===== config.mk =====
export PLATFORM = sky130hd
export DESIGN_NAME = escape_sequence_decoder
export DESIGN_NICKNAME = d
export VERILOG_FILES = /design/src/rtl/core/esd_pkg.sv /design/src/rtl/core/esd_decode.sv /design/src/rtl/core/esd_out_queue.sv /design/src/rtl/core/escape_sequence_decoder.sv
export SDC_FILE = /design/constraint.sdc
export NUM_CORES = 1
export LEC_CHECK = 0
export BUFFER_PORTS_ARGS = -buffer_cell sky130_fd_sc_hd__clkbuf_2
export CAP_MARGIN = 5
export CORE_ASPECT_RATIO = 1.25
export CORE_MARGIN = 1
export CORE_UTILIZATION = 45
export CTS_BUF_LIST = sky130_fd_sc_hd__clkbuf_4 sky130_fd_sc_hd__clkbuf_8 sky130_fd_sc_hd__clkbuf_16
export DETAILED_ROUTE_END_ITERATION = 7
export GPL_ROUTABILITY_DRIVEN = 1
export GPL_TIMING_DRIVEN = 0
export PLACE_DENSITY = 0.68
export SYNTH_ARGS = -nofsm -noshare
export SYNTH_HDL_FRONTEND = slang
export SYNTH_SLANG_ARGS = --single-unit
export TNS_END_PERCENT = 10

===== constraint.sdc =====
create_clock -name clock -period 3.4 [get_ports clock]
set_input_delay 0.34 -clock clock [delete_from_list [all_inputs] [get_ports clock]]
set_output_delay 0.34 -clock clock [all_outputs]
set_load 0.01 [all_outputs]

===== src/rtl/core/esd_pkg.sv =====
package esd_pkg;

   // Character codes used by the decoder.
   localparam logic [7:0] CHAR_BACKSLASH = 8'h5c;
   localparam logic [7:0] CHAR_QUOTE     = 8'h27;
   localparam logic [7:0] CHAR_ZERO      = 8'h30;
   localparam logic [7:0] CHAR_SEVEN     = 8'h37;
   localparam logic [7:0] CHAR_A         = 8'h61;
   localparam logic [7:0] CHAR_B         = 8'h62;
   localparam logic [7:0] CHAR_F         = 8'h66;
   localparam logic [7:0] CHAR_N         = 8'h6e;
   localparam logic [7:0] CHAR_R         = 8'h72;
   localparam logic [7:0] CHAR_T         = 8'h74;
   localparam logic [7:0] CHAR_V         = 8'h76;

   localparam logic [7:0] CTRL_BEL = 8'd7;
   localparam logic [7:0] CTRL_BS  = 8'd8;
   localparam logic [7:0] CTRL_HT  = 8'd9;
   localparam logic [7:0] CTRL_LF  = 8'd10;
   localparam logic [7:0] CTRL_VT  = 8'd11;
   localparam logic [7:0] CTRL_FF  = 8'd12;
   localparam logic [7:0] CTRL_CR  = 8'd13;

   // Result queue: room for the two beats of one input plus two waiting.
   localparam int QUEUE_DEPTH = 4;
   localparam int QPTR_W      = $clog2(QUEUE_DEPTH);
   localparam int QCNT_W      = $clog2(QUEUE_DEPTH + 1);

   typedef enum logic [2:0] {
      MODE_PLAIN = 3'b001,
      MODE_ESC   = 3'b010,
      MODE_OCT   = 3'b100
   } mode_type;

   typedef struct packed {
      logic [7:0] in_byte;
      logic       in_last;
   } req_payload_type;

   typedef struct packed {
      logic [7:0] out_byte;
      logic       run_last;
   } rsp_payload_type;

   // Up to two result beats produced by one input beat.
   typedef struct packed {
      logic [1:0]                num;
      rsp_payload_type [1:0]     beat;
   } emit_type;

   typedef struct packed {
      logic       mode_plain;
      logic [7:0] octal_value;
   } dec_status_type;

   function automatic logic [7:0] map_escape(input logic [7:0] c);
      logic [7:0] r;
      unique case (c)
         CHAR_A:         r = CTRL_BEL;
         CHAR_B:         r = CTRL_BS;
         CHAR_F:         r = CTRL_FF;
         CHAR_N:         r = CTRL_LF;
         CHAR_R:         r = CTRL_CR;
         CHAR_T:         r = CTRL_HT;
         CHAR_V:         r = CTRL_VT;
         CHAR_QUOTE:     r = CHAR_QUOTE;
         CHAR_BACKSLASH: r = CHAR_BACKSLASH;
         default:        r = c;
      endcase
      return r;
   endfunction

endpackage


===== src/rtl/core/esd_decode.sv =====
module esd_decode
   import esd_pkg::*;
(
   input  logic            clock,
   input  logic            reset,
   input  logic            take,
   input  req_payload_type req_data,
   output emit_type        emit,
   output dec_status_type  status
);

   mode_type   mode_ff, mode_in;
   logic [7:0] octal_ff, octal_in;

   always_comb begin
      logic [7:0] b;
      logic       plain;
      logic       is_digit;
      b        = req_data.in_byte;
      plain    = 1'b0;
      is_digit = (b >= CHAR_ZERO) && (b <= CHAR_SEVEN);
      mode_in  = mode_ff;
      octal_in = octal_ff;
      emit     = '0;

      unique case (mode_ff)
         MODE_ESC: begin
            if (b == CHAR_ZERO) begin
               mode_in  = MODE_OCT;
               octal_in = '0;
            end else begin
               emit.beat[0].out_byte = map_escape(b);
               emit.num              = 2'd1;
               mode_in               = MODE_PLAIN;
            end
         end
         MODE_OCT: begin
            if (is_digit) begin
               // Shifting out the top bits keeps the value modulo 256.
               octal_in = {octal_ff[4:0], b[2:0]};
            end else begin
               emit.beat[0].out_byte = octal_ff;
               emit.num              = 2'd1;
               octal_in              = '0;
               mode_in               = MODE_PLAIN;
               plain                 = 1'b1;
            end
         end
         default: begin
            mode_in = MODE_PLAIN;
            plain   = 1'b1;
         end
      endcase

      if (plain) begin
         if (b == CHAR_BACKSLASH) begin
            mode_in = MODE_ESC;
         end else begin
            emit.beat[emit.num[0]].out_byte = b;
            emit.num                        = emit.num + 2'd1;
         end
      end

      if (req_data.in_last) begin
         if (mode_in == MODE_OCT) begin
            emit.beat[emit.num[0]].out_byte = octal_in;
            emit.num                        = emit.num + 2'd1;
         end
         mode_in  = MODE_PLAIN;
         octal_in = '0;
      end

      if (emit.num == 2'd2) begin
         emit.beat[1].run_last = 1'b1;
      end else if (emit.num == 2'd1) begin
         emit.beat[0].run_last = 1'b1;
      end

      if (!take) begin
         emit.num = 2'd0;
         mode_in  = mode_ff;
         octal_in = octal_ff;
      end
   end

   always_ff @(posedge clock) begin
      if (reset) begin
         mode_ff  <= MODE_PLAIN;
         octal_ff <= '0;
      end else begin
         mode_ff  <= mode_in;
         octal_ff <= octal_in;
      end
   end

   assign status.mode_plain  = (mode_ff == MODE_PLAIN);
   assign status.octal_value = octal_ff;

endmodule


===== src/rtl/core/esd_out_queue.sv =====
module esd_out_queue
   import esd_pkg::*;
(
   input  logic            clock,
   input  logic            reset,
   input  emit_type        emit,
   output logic            room,
   output logic [QCNT_W-1:0] fill,
   output logic            rsp_valid,
   input  logic            rsp_ready,
   output rsp_payload_type rsp_data
);

   rsp_payload_type   entry_ff [QUEUE_DEPTH];
   logic [QPTR_W-1:0] wr_ptr_ff, wr_ptr_in;
   logic [QPTR_W-1:0] rd_ptr_ff, rd_ptr_in;
   logic [QCNT_W-1:0] count_ff, count_in;
   logic              pop;

   assign pop       = rsp_valid && rsp_ready;
   assign rsp_valid = (count_ff != '0);
   assign rsp_data  = entry_ff[rd_ptr_ff];
   assign fill      = count_ff;
   // Two free entries are needed since one input beat may yield two results.
   assign room      = (count_ff <= QCNT_W'(QUEUE_DEPTH - 2));

   always_comb begin
      wr_ptr_in = wr_ptr_ff + QPTR_W'(emit.num);
      rd_ptr_in = rd_ptr_ff + QPTR_W'(pop);
      count_in  = count_ff + QCNT_W'(emit.num) - QCNT_W'(pop);
   end

   always_ff @(posedge clock) begin
      if (emit.num != 2'd0) begin
         entry_ff[wr_ptr_ff] <= emit.beat[0];
      end
      if (emit.num == 2'd2) begin
         entry_ff[wr_ptr_ff + QPTR_W'(1)] <= emit.beat[1];
      end
   end

   always_ff @(posedge clock) begin
      if (reset) begin
         wr_ptr_ff <= '0;
         rd_ptr_ff <= '0;
         count_ff  <= '0;
      end else begin
         wr_ptr_ff <= wr_ptr_in;
         rd_ptr_ff <= rd_ptr_in;
         count_ff  <= count_in;
      end
   end

endmodule


===== src/rtl/core/escape_sequence_decoder.sv =====
// Channel | Dir | Handshake             | Beat
// req     | in  | req_valid/req_ready   | req_data: in_byte, in_last
// rsp     | out | rsp_valid/rsp_ready   | rsp_data: out_byte, run_last
//
// One input beat is decoded in the cycle it is accepted; its zero, one or two
// results are registered into the four-entry result queue. req_ready is high
// while the queue has at least two free entries, so with rsp_ready held high
// a beat is accepted every cycle until two-result beats leave more than two
// entries waiting.
// Reset (synchronous) returns to plain text mode and empties the queue.
// A stalled rsp side fills the queue and then holds off req.
module escape_sequence_decoder
   import esd_pkg::*;
(
   input  logic            clock,
   input  logic            reset,
   input  logic            req_valid,
   output logic            req_ready,
   input  req_payload_type req_data,
   output logic            rsp_valid,
   input  logic            rsp_ready,
   output rsp_payload_type rsp_data
);

   logic              take;
   emit_type          emit;
   dec_status_type    status;
   logic [QCNT_W-1:0] fill;

   assign take = req_valid && req_ready;

   esd_decode u_decode (
      .clock    (clock),
      .reset    (reset),
      .take     (take),
      .req_data (req_data),
      .emit     (emit),
      .status   (status)
   );

   esd_out_queue u_queue (
      .clock     (clock),
      .reset     (reset),
      .emit      (emit),
      .room      (req_ready),
      .fill      (fill),
      .rsp_valid (rsp_valid),
      .rsp_ready (rsp_ready),
      .rsp_data  (rsp_data)
   );

   assert property (@(posedge clock) disable iff (reset)
      fill <= QCNT_W'(QUEUE_DEPTH))
      else $error("result queue overflow");

   assert property (@(posedge clock) disable iff (reset)
      take && req_data.in_last |=> status.mode_plain && status.octal_value == 8'd0)
      else $error("decoder state not cleared after last byte");

   assert property (@(posedge clock) disable iff (reset)
      status.mode_plain |-> status.octal_value == 8'd0)
      else $error("octal value held outside an octal run");

   assert property (@(posedge clock) disable iff (reset)
      rsp_valid && !rsp_ready |=> rsp_valid && $stable(rsp_data))
      else $error("result beat changed or dropped while stalled");

endmodule

## Word-level counts from Yosys, hierarchy flattened

Memories as Yosys holds them, arrays and structs flattened. A register that Yosys moved wholly into a read port is not among the register bits.
Index checks and enable logic that the tools add are counted.
W data, S select, Z words.

- Bits in registers: 18
- Latch bits: 0
- RAM bits: 36
- ROM bits: 0
- Output and inout bits: 11
- Memories kept: 1

- Add/sub/neg operators: 7
- $mul: 0
- Div/mod/pow operators: 0
- Magnitude comparators: 7
- Equal/unequal tests: 16
- Shifts and indexed selects: 0
- Muxes and demuxes: 38
- Bitwise gates (word level): 0
- Reductions and logical operators: 7

Memories:

| name | depth | width | read ports | clocked after Yosys merged registers in | write ports | RTL line | text |
|---|---|---|---|---|---|---|---|
| u_queue.entry_ff | 4 | 9 | 1 | 1 | 2 | esd_out_queue.sv:14 | `rsp_payload_type entry_ff [QUEUE_DEPTH];` |

Operator list:

| kind | number |
|---|---|
| $mux W20 | 4 |
| $pmux W8 S9 | 1 |
| $eq A8 B7 Y1 const B | 8 |
| $mux W8 | 5 |
| $bwmux W18 | 2 |
| $pmux W8 S2 | 2 |
| $demux W9 S1 | 2 |
| $mux W9 | 2 |
| $eq A8 B6 Y1 const B | 2 |
| $mux W3 | 5 |
| $mux W1 | 10 |
| $ge A8 B6 Y1 const B | 1 |
| $le A8 B6 Y1 const B | 1 |
| $add A2 B1 Y2 const B | 3 |
| $eq A3 B3 Y1 const B | 2 |
| $pmux W3 S2 | 1 |
| $logic_and A1 B1 Y1 | 5 |
| $eq A2 B2 Y1 const B | 2 |
| $lt A1 B2 Y1 const B | 2 |
| $mux W2 | 2 |
| $pmux W2 S2 | 1 |
| $add A3 B2 Y3 | 1 |
| $eq A3 B2 Y1 const B | 1 |
| $le A3 B2 Y1 const B | 1 |
| 8 further kinds | 9 |

## Longest topological paths before layout

Gate-level depths: netlist (run 1).

- Depth after elaboration: 22
- Gate-level depth with buffers: 14

## Hierarchy

A second synthesis (run 1) with hierarchy kept.

- Cells, all modules: 277
- Area, all modules: 3,390.8 µm²

Modules (own cells, without submodules):

| module | instances | cells each | area an instance (µm²) | sequential area each (µm²) |
|---|---|---|---|---|
| esd_out_queue | 1 | 132 | 2,187.1 | 1,221.2 |
| esd_decode | 1 | 144 | 1,197.4 | 220.2 |
| escape_sequence_decoder | 1 | 1 | 6.3 | 0.0 |

## Least setup slack after synthesis (run 1)

Ideal clock, no wire load.

- Kind: input port to flip-flop
- Start: input port req_data[2] in the netlist's numbering
- End: memory u_queue.entry_ff[0][0] in the netlist's numbering (enable)
- Setup time: 0.387 ns
- Arrival: 2.770 ns
- Slack: 0.243 ns
- Stages: 11
- Buffers on the path: 2
- Cell sequence: buf_2 nor4_2 nand3_1 nand2_1 o21ai_0 ha_1 a311oi_2 and3_1 clkbuf_2 nand3_1 o21ai_0

RTL lines:

| item | RTL line | text |
|---|---|---|
| start, declared | escape_sequence_decoder.sv:19 | `input req_payload_type req_data,` |
| end, declared | esd_out_queue.sv:14 |  |

==> metrics.txt, run 1 <==
IO buf count=21; status=finished, final reports clean; synth cell count leaders=36 x edfxtp_1, 31 x nand2_1, 27 x a21oi_1, 26 x nor2_1, 21 x o21ai_0; Fin. Hold Viols=0; Worst-Margin Slew=880 ps; YS warnings=0; Hold Path Origin=reset; H-tree depth=2; Net count, final=approximately 400; Pre-antenna DRT Iters=5; initial antenna violation count=0; P_leak=1.31 nW; R2R Path End=u_queue.entry_ff[0][1]; Die ar.=0.00801 sq mm; Slew HR=40.8%; PwrDens=~460 mW/mm^2; worst slack, placed=-430 ps; vias in the first global route=2774; Worst Hold Class=in -> reg; worst reg-to-reg setup slack=170 ps; final clock skew=between 6 and 7 ps; register area share after synthesis=41.8%; Max Root-Sink Buffers=2; Sink Count=54; Setup Viol. Count Final=0; antenna-violating nets left=0; final worst path period need=3230 ps; Sw Share=roughly 30%; Synth cell types=69; Core Util, Final=51.8%; fmax=309 MHz; IO Pins=24; CTS buffer count=5; CORE AREA=0.00740 sq mm; Post-synth top flop=edfxtp_1; Area Growth Syn to Fin=11.3%; Iter 0 DRT Violations=~220; clock latency on the worst-skew pair=about 300 ps; Gate power share=29.8%; fin. max-slew vios=0; Critical R2R Launch=u_decode.mode_ff[2]; Tot GR Track Use=22.3%; setup_tns=0 ps; layout cell share with drive strength beyond 1=19.2%; P_int=0.00124 W; worst hold stages=3; Detailed Place HPWL=between 6 and 7 mm; width of the die=80.3 um; hold endpoint=u_decode.octal_ff[6]; Synth area leader=edfxtp_1; vias per inst=6.11; reg2reg path depth=11; Gate Count Post-Synth=355; die span in y=99.8 um; clk slew on worst S/H paths=100 ps; startpoint types=register; WHS=447 ps; worst setup path class=reg -> reg; detailed-route DRC error count=0; crit path max-delay cell type=nor3b_2; EDFF count, synth=36; Flop pwr share=45.4%; wire length of the first global-routing pass=13.8 mm; RSZ-0062 raised after global routing=yes; Clk pwr share=24.8%; GR Overflow Total=0; root buf cell=clkbuf_8; CP cell instances=buf_2 > nor3b_2 > nand2_1 > o21ai_0 > ha_1 > a311oi_2 > and3_1 > clkbuf_2 > nand3_2 > o21ai_4 > clkbuf_4; ys async rst share=0%; Synth Area per Inst=about 9.7 sq um; Cell Area, Synth=0.00344 sq mm; VDD IR-drop max=roughly 0.20 mV; ANT cells=0; max incr delay on CP=500 ps; Syn Nets=around 380; fin crit share=a little over nine tenths; MaxCap Viol Count=0; DR WL/cell=17.5 um; Largest delay share family, worst path=simple AND/OR/NAND/NOR gates; Worst EP arrival=3250 ps; Tot Pwr=approximately 0.0018 W; largest net degree at the start of global routing=17; Synth top area share=between 30% and 40%; # rows=35; Worst EP required=3420 ps; detailed-route via count=2916; NetSw=0.000525 W; post-synthesis register bit count=54; final WL=8.35 mm; Initial Util=46.5%; CP Buf/Inv Count=3; Worst Setup End Kind=register; top cells by area, synth=edfxtp_1 31%, dfxtp_1 10%, mux4_2 5.9%; most common cell in the netlist=edfxtp_1; GPL Wtd Cong=roughly 0.96; CTS tree=yes; CP max FO=10; Final Worst Setup Slack=167 ps
## per-stage QoR
step,std cells,area [sq um]
2_1_floorplan,355,3440
3_3_place_gp,468,3660
3_5_place_dp,469,3670
4_1_cts,477,3790
5_1_grt,477,3830
6_report,477,3830
## power groups by stage
stage / sequential (W) / combinational, W / clock, W
6_report: 0.000801 / 0.000527 / 0.000438
3_3_place_gp: 0.000815 / 0.000498 / 0
5_1_grt: 0.000810 / 0.000599 / 0.000463
3_5_place_dp: 0.000817 / 0.000513 / 0
2_1_floorplan: 0.000809 / 0.000372 / 0
4_1_cts: 0.000802 / 0.000520 / 0.000449
## flip-flops by register name (all words and copies together) (netlist names)
register           count
u_decode.mode_ff       3
u_decode.octal_ff      8
u_queue.entry_ff      36
u_queue.fill           3
u_queue.rd_ptr_ff      2
u_queue.wr_ptr_ff      2
## repair_timing
action	in CTS	in global routing
buffers inserted	0	0
setup endpoints to repair	15	42
hold endpoints to repair	0	0
gates resized for setup	3	9
hold buffers	0	0
## worst max path at each step
stage	from	endpoint	slack (ps)	depth (start not counted)
floorplan	req_data[2]	u_queue.entry_ff[0][0]	240	11
global placement	req_data[8]	u_queue.entry_ff[2][8]	-480	9
detailed placement	req_data[8]	u_queue.entry_ff[2][8]	-430	11
CTS	u_decode.mode_ff[2]	u_queue.entry_ff[1][8]	2	10
global route	u_decode.mode_ff[2]	u_queue.entry_ff[3][2]	-90	11
finish	u_decode.mode_ff[2]	u_queue.entry_ff[0][1]	170	11
## cell families (layout without fill, tap and decap cells)
family | Yosys count | count (layout) | synth area share, %
AOI/OAI and AO/OA | 104 | 104 | 20.5
and+or+nand+nor | 136 | 136 | 22.2
DFF | 54 | 54 | 41.8
buffers and inverters | 37 | 67 | 4.79
xor gates and xnor gates | 8 | 8 | 2.03
muxes | 9 | 9 | 5.88
adders and majority gates | 7 | 7 | 2.76
## tightest hold or removal path, delay by kind of cell
kind / cells / cell delay [ps]
AND/OR/NAND/NOR: 1 / 80
buffers and inverters: 1 / 120
AO/OA/AOI/OAI: 1 / 170
## metal layers
metal / GRT usage [%] / part of all wire [%] / vias to the layer above
met4: 7.69 / 2.2 / 0
li1: - / - / 1407
met1: 28.4 / 42 / 1397
met5: 0 / 0 / -
met2: 39.1 / 51 / 94
met3: 2.45 / 4.2 / 18
## layout make-up
class	count	area (sq um)
Buffer	25	120
Clock buffer	6	76.3
Clock inverter	2	37.5
Fill cell	708	3570
Inverter	12	45.0
Multi-Input combinational cell	264	1890
Sequential cell	54	1440
Tap cell	92	115
Timing Repair Buffer	22	113
## layout by cell type (no fill, tap or decap), types with 6 or more instances in the layout
cell type  instances
edfxtp_1          36
nand2_1           31
a21oi_1           27
nor2_1            24
clkbuf_2          22
o21ai_0           19
nand3_1           18
dfxtp_1           18
clkbuf_1          12
inv_1             11
a31oi_1           10
a22o_1             9
mux4_2             9
buf_2              8
nor2b_1            8
and3_1             6
o22ai_1            6
ha_1               6
Note: power is estimated with default switching activity, not from simulation.
==> run 2: changes to the inputs <==
CORE_UTILIZATION = 35   (was 45)
PLACE_DENSITY = 0.57   (was 0.68)
==> run 2 against run 1 <==
Compared with the run above: clock skew fell by 1.6 ps; largest power group unchanged; setup slack got worse by 98 ps; sequential power barely moved; routed wire length rose by 4.5%; critical path depth fell by 2; largest cell class unchanged; critical path type unchanged; cell count rose by 7.1%; core utilization fell by 11 points; the run now ends with design-rule violations left; critical endpoint is now u_queue.entry_ff[1][1]; combinational power fell by 0.9%.
==> metrics.txt, run 2 (synthesis gave the netlist of run 1 again) <==
status=finished, violations left (was finished, final reports clean); failing checks=design-rule violations; ANT cells=0 (unchanged); Worst EP required=3400 ps (was 3420 ps); Detailed Place HPWL=6.55 mm (was 6.30 mm); final WL=8.73 mm (was 8.35 mm); FILL cells=985 (was 708); worst slack, placed=-410 ps (was -430 ps); width of the die=90.7 um (was 80.3 um); MaxCap Viol Count=0 (unchanged); hold endpoint=u_decode.octal_ff[3] (was u_decode.octal_ff[6]); R2R Path End=u_queue.entry_ff[1][1] (was u_queue.entry_ff[0][1]); CORE AREA=0.00961 sq mm (was 0.00740 sq mm); CTS buffer count=5 (unchanged); commonest non-fill, non-tap cells in the layout=36 x edfxtp_1, 31 x nand2_1, 27 x a21oi_1 (unchanged); CP max FO=10 (unchanged); Tot Pwr=0.00192 W (was 0.00177 W); WHS=471 ps (was 447 ps); Pre-antenna DRT Iters=8 (was 5); Final Worst Setup Slack=68.6 ps (was 167 ps); Net count, final=404 (unchanged); fin. max-slew vios=0 (unchanged); Sink Count=54 (unchanged); Initial Util=35.8% (was 46.5%); DR WL/cell=17.1 um (was 17.5 um); Setup Viol. Count Final=0 (unchanged); vias per inst=5.64 (was 6.11); vias in the first global route=2714 (was 2774); most common cell after layout, fill and taps aside=edfxtp_1 (unchanged); Hold Path Origin=reset (unchanged); Worst EP arrival=3330 ps (was 3250 ps); final clock skew=5.03 ps (was 6.63 ps); initial antenna violation count=0 (unchanged); layout cell share with drive strength beyond 1=18.7% (was 19.2%); Worst-Margin Slew=860 ps (was 880 ps); clk slew on worst S/H paths=70 ps (was 100 ps); clock latency on the worst-skew pair=290 ps (was 300 ps); startpoint types=register (unchanged); Worst Setup End Kind=register (unchanged); GPL Wtd Cong=0.867 (was 0.965); max incr delay on CP=690 ps (was 500 ps); Top reg by flops=u_queue.entry_ff (unchanged); Largest regs=u_queue.entry_ff: 36 flops, u_decode.octal_ff: 8 flops (unchanged); worst hold stages=3 (unchanged); hold_buf cts=0 (unchanged); PwrDens=488 mW/mm^2 (was 460 mW/mm^2); VDD IR-drop max=0.228 mV (was 0.205 mV); CP Buf/Inv Count=2 (was 3); CP cell instances=buf_2 > or3b_1 > buf_2 > o21ai_0 > ha_1 > a311oi_4 > nand3_1 > nor3_1 > o21ai_0 (was buf_2 > nor3b_2 > nand2_1 > o21ai_0 > ha_1 > a311oi_2 > and3_1 > clkbuf_2 > nand3_2 > o21ai_4 > clkbuf_4); Tot GR Track Use=17.6% (was 22.3%); # rows=40 (was 35); Critical R2R Launch=u_decode.mode_ff[2] (unchanged); Largest delay share family, worst path=simple AND/OR/NAND/NOR gates (unchanged); detailed-route DRC error count=2 (was 0); GR Overflow Total=0 (unchanged); Largest register FFs=36 (unchanged); fin crit share=98.0% (was 95.1%); RSZ-0062 raised after global routing=yes (unchanged); final worst path period need=3330 ps (was 3230 ps); fmax=300 MHz (was 309 MHz); Max Root-Sink Buffers=2 (unchanged); detailed-route via count=2880 (was 2916); Design Area, Final=0.00393 sq mm (was 0.00383 sq mm); Iter 0 DRT Violations=199 (was 217); root buf cell=clkbuf_16 (was clkbuf_8); crit path max-delay cell type=nor3_1 (was nor3b_2); Area Growth Syn to Fin=14.0% (was 11.3%); IO Pins=24 (unchanged); Worst Hold Class=in -> reg (unchanged); P_leak=1.33 nW (was 1.31 nW); antenna-violating nets left=0 (unchanged); wire length of the first global-routing pass=14.2 mm (was 13.8 mm); worst setup path class=reg -> reg (unchanged); Fin. Hold Viols=0 (unchanged); largest net degree at the start of global routing=17 (unchanged); H-tree depth=2 (unchanged); die span in y=113 um (was 99.8 um); Slew HR=42.2% (was 40.8%); reg2reg path depth=9 (was 11); Die ar.=0.0102 sq mm (was 0.00801 sq mm); placed instance area=0.00371 sq mm (was 0.00367 sq mm); IO buf count=21 (unchanged); CTS tree=yes (unchanged); worst reg-to-reg setup slack=70 ps (was 170 ps)
## run 2: cell count changes in the layout (fill, tap and decap cells not counted), moves of 2 or more
| cell | previous run | this run |
|---|---|---|
| clkbuf_16 | 0 | 5 |
| clkbuf_8 | 5 | 0 |
| nor3_2 | 3 | 1 |
| nor3_1 | 3 | 5 |
## run 2: metrics by stage
| stage | instances | util, % | TNS [ps] |
|---|---|---|---|
| 6_report | 511 | 40.9 | 0 |
| 5_1_grt | 511 | 40.9 | -1900 |
| 4_1_cts | 511 | 40.5 | 0 |
| 3_5_place_dp | 503 | 38.6 | -12220 |
| 3_3_place_gp | 502 | 38.6 | -13350 |
| 2_1_floorplan | 355 | - | 0 |
## run 2: worst min-delay path, cell delays in order
cell and delay, ps:
clkbuf_2 130, nor4_4 80, a22o_1 170
## run 2: layer usage
layer | routed length, um | share of wire [%] | global-route usage (%) | vias up
met2 | 4430 | 51 | 31.4 | 97
li1 | - | - | - | 1408
met3 | 290 | 3.3 | 2.55 | 14
met1 | 3850 | 44 | 21.2 | 1361
met5 | 0 | 0 | 0 | -
met4 | 153 | 1.8 | 6.77 | 0
## run 2: worst max-delay path by stage
stage / endpoint / depth (start not counted) / slack [ps] / from
after floorplan: u_queue.entry_ff[0][0] / 11 / 240 / req_data[2]
after global placement: u_queue.entry_ff[2][8] / 9 / -500 / req_data[8]
after detailed placement: u_queue.entry_ff[2][8] / 11 / -410 / req_data[8]
after CTS: u_queue.entry_ff[0][4] / 11 / 7 / u_decode.mode_ff[2]
after global routing: u_queue.entry_ff[1][1] / 9 / -170 / u_decode.mode_ff[2]
final: u_queue.entry_ff[1][1] / 9 / 70 / u_decode.mode_ff[2]
## run 2: power by group
part | switching [W] | internal, W | leakage, nW
clock network | 0.000236 | 0.000356 | 0.0805
registers | 0.0000250 | 0.000777 | 0.465
logic | 0.000289 | 0.000233 | 0.790
## run 2: cell type report
type	instances	area (sq um)	share of cell area [%]
Clock buffer	6	133	3.38
Sequential cell	54	1440	36.7
Clock inverter	2	37.5	0.956
Inverter	12	45.0	1.15
Buffer	25	120	3.06
Timing Repair Buffer	22	113	2.87
Multi-Input combinational cell	264	1880	47.9
Tap cell	126	158	4.02
## run 2: what timing repair did
| action | CTS | global route |
|---|---|---|
| gates resized for setup | 5 | 5 |
| endpoints found under the setup margin | 33 | 33 |
| setup buffers | 0 | 0 |
| gates cloned | 0 | 0 |
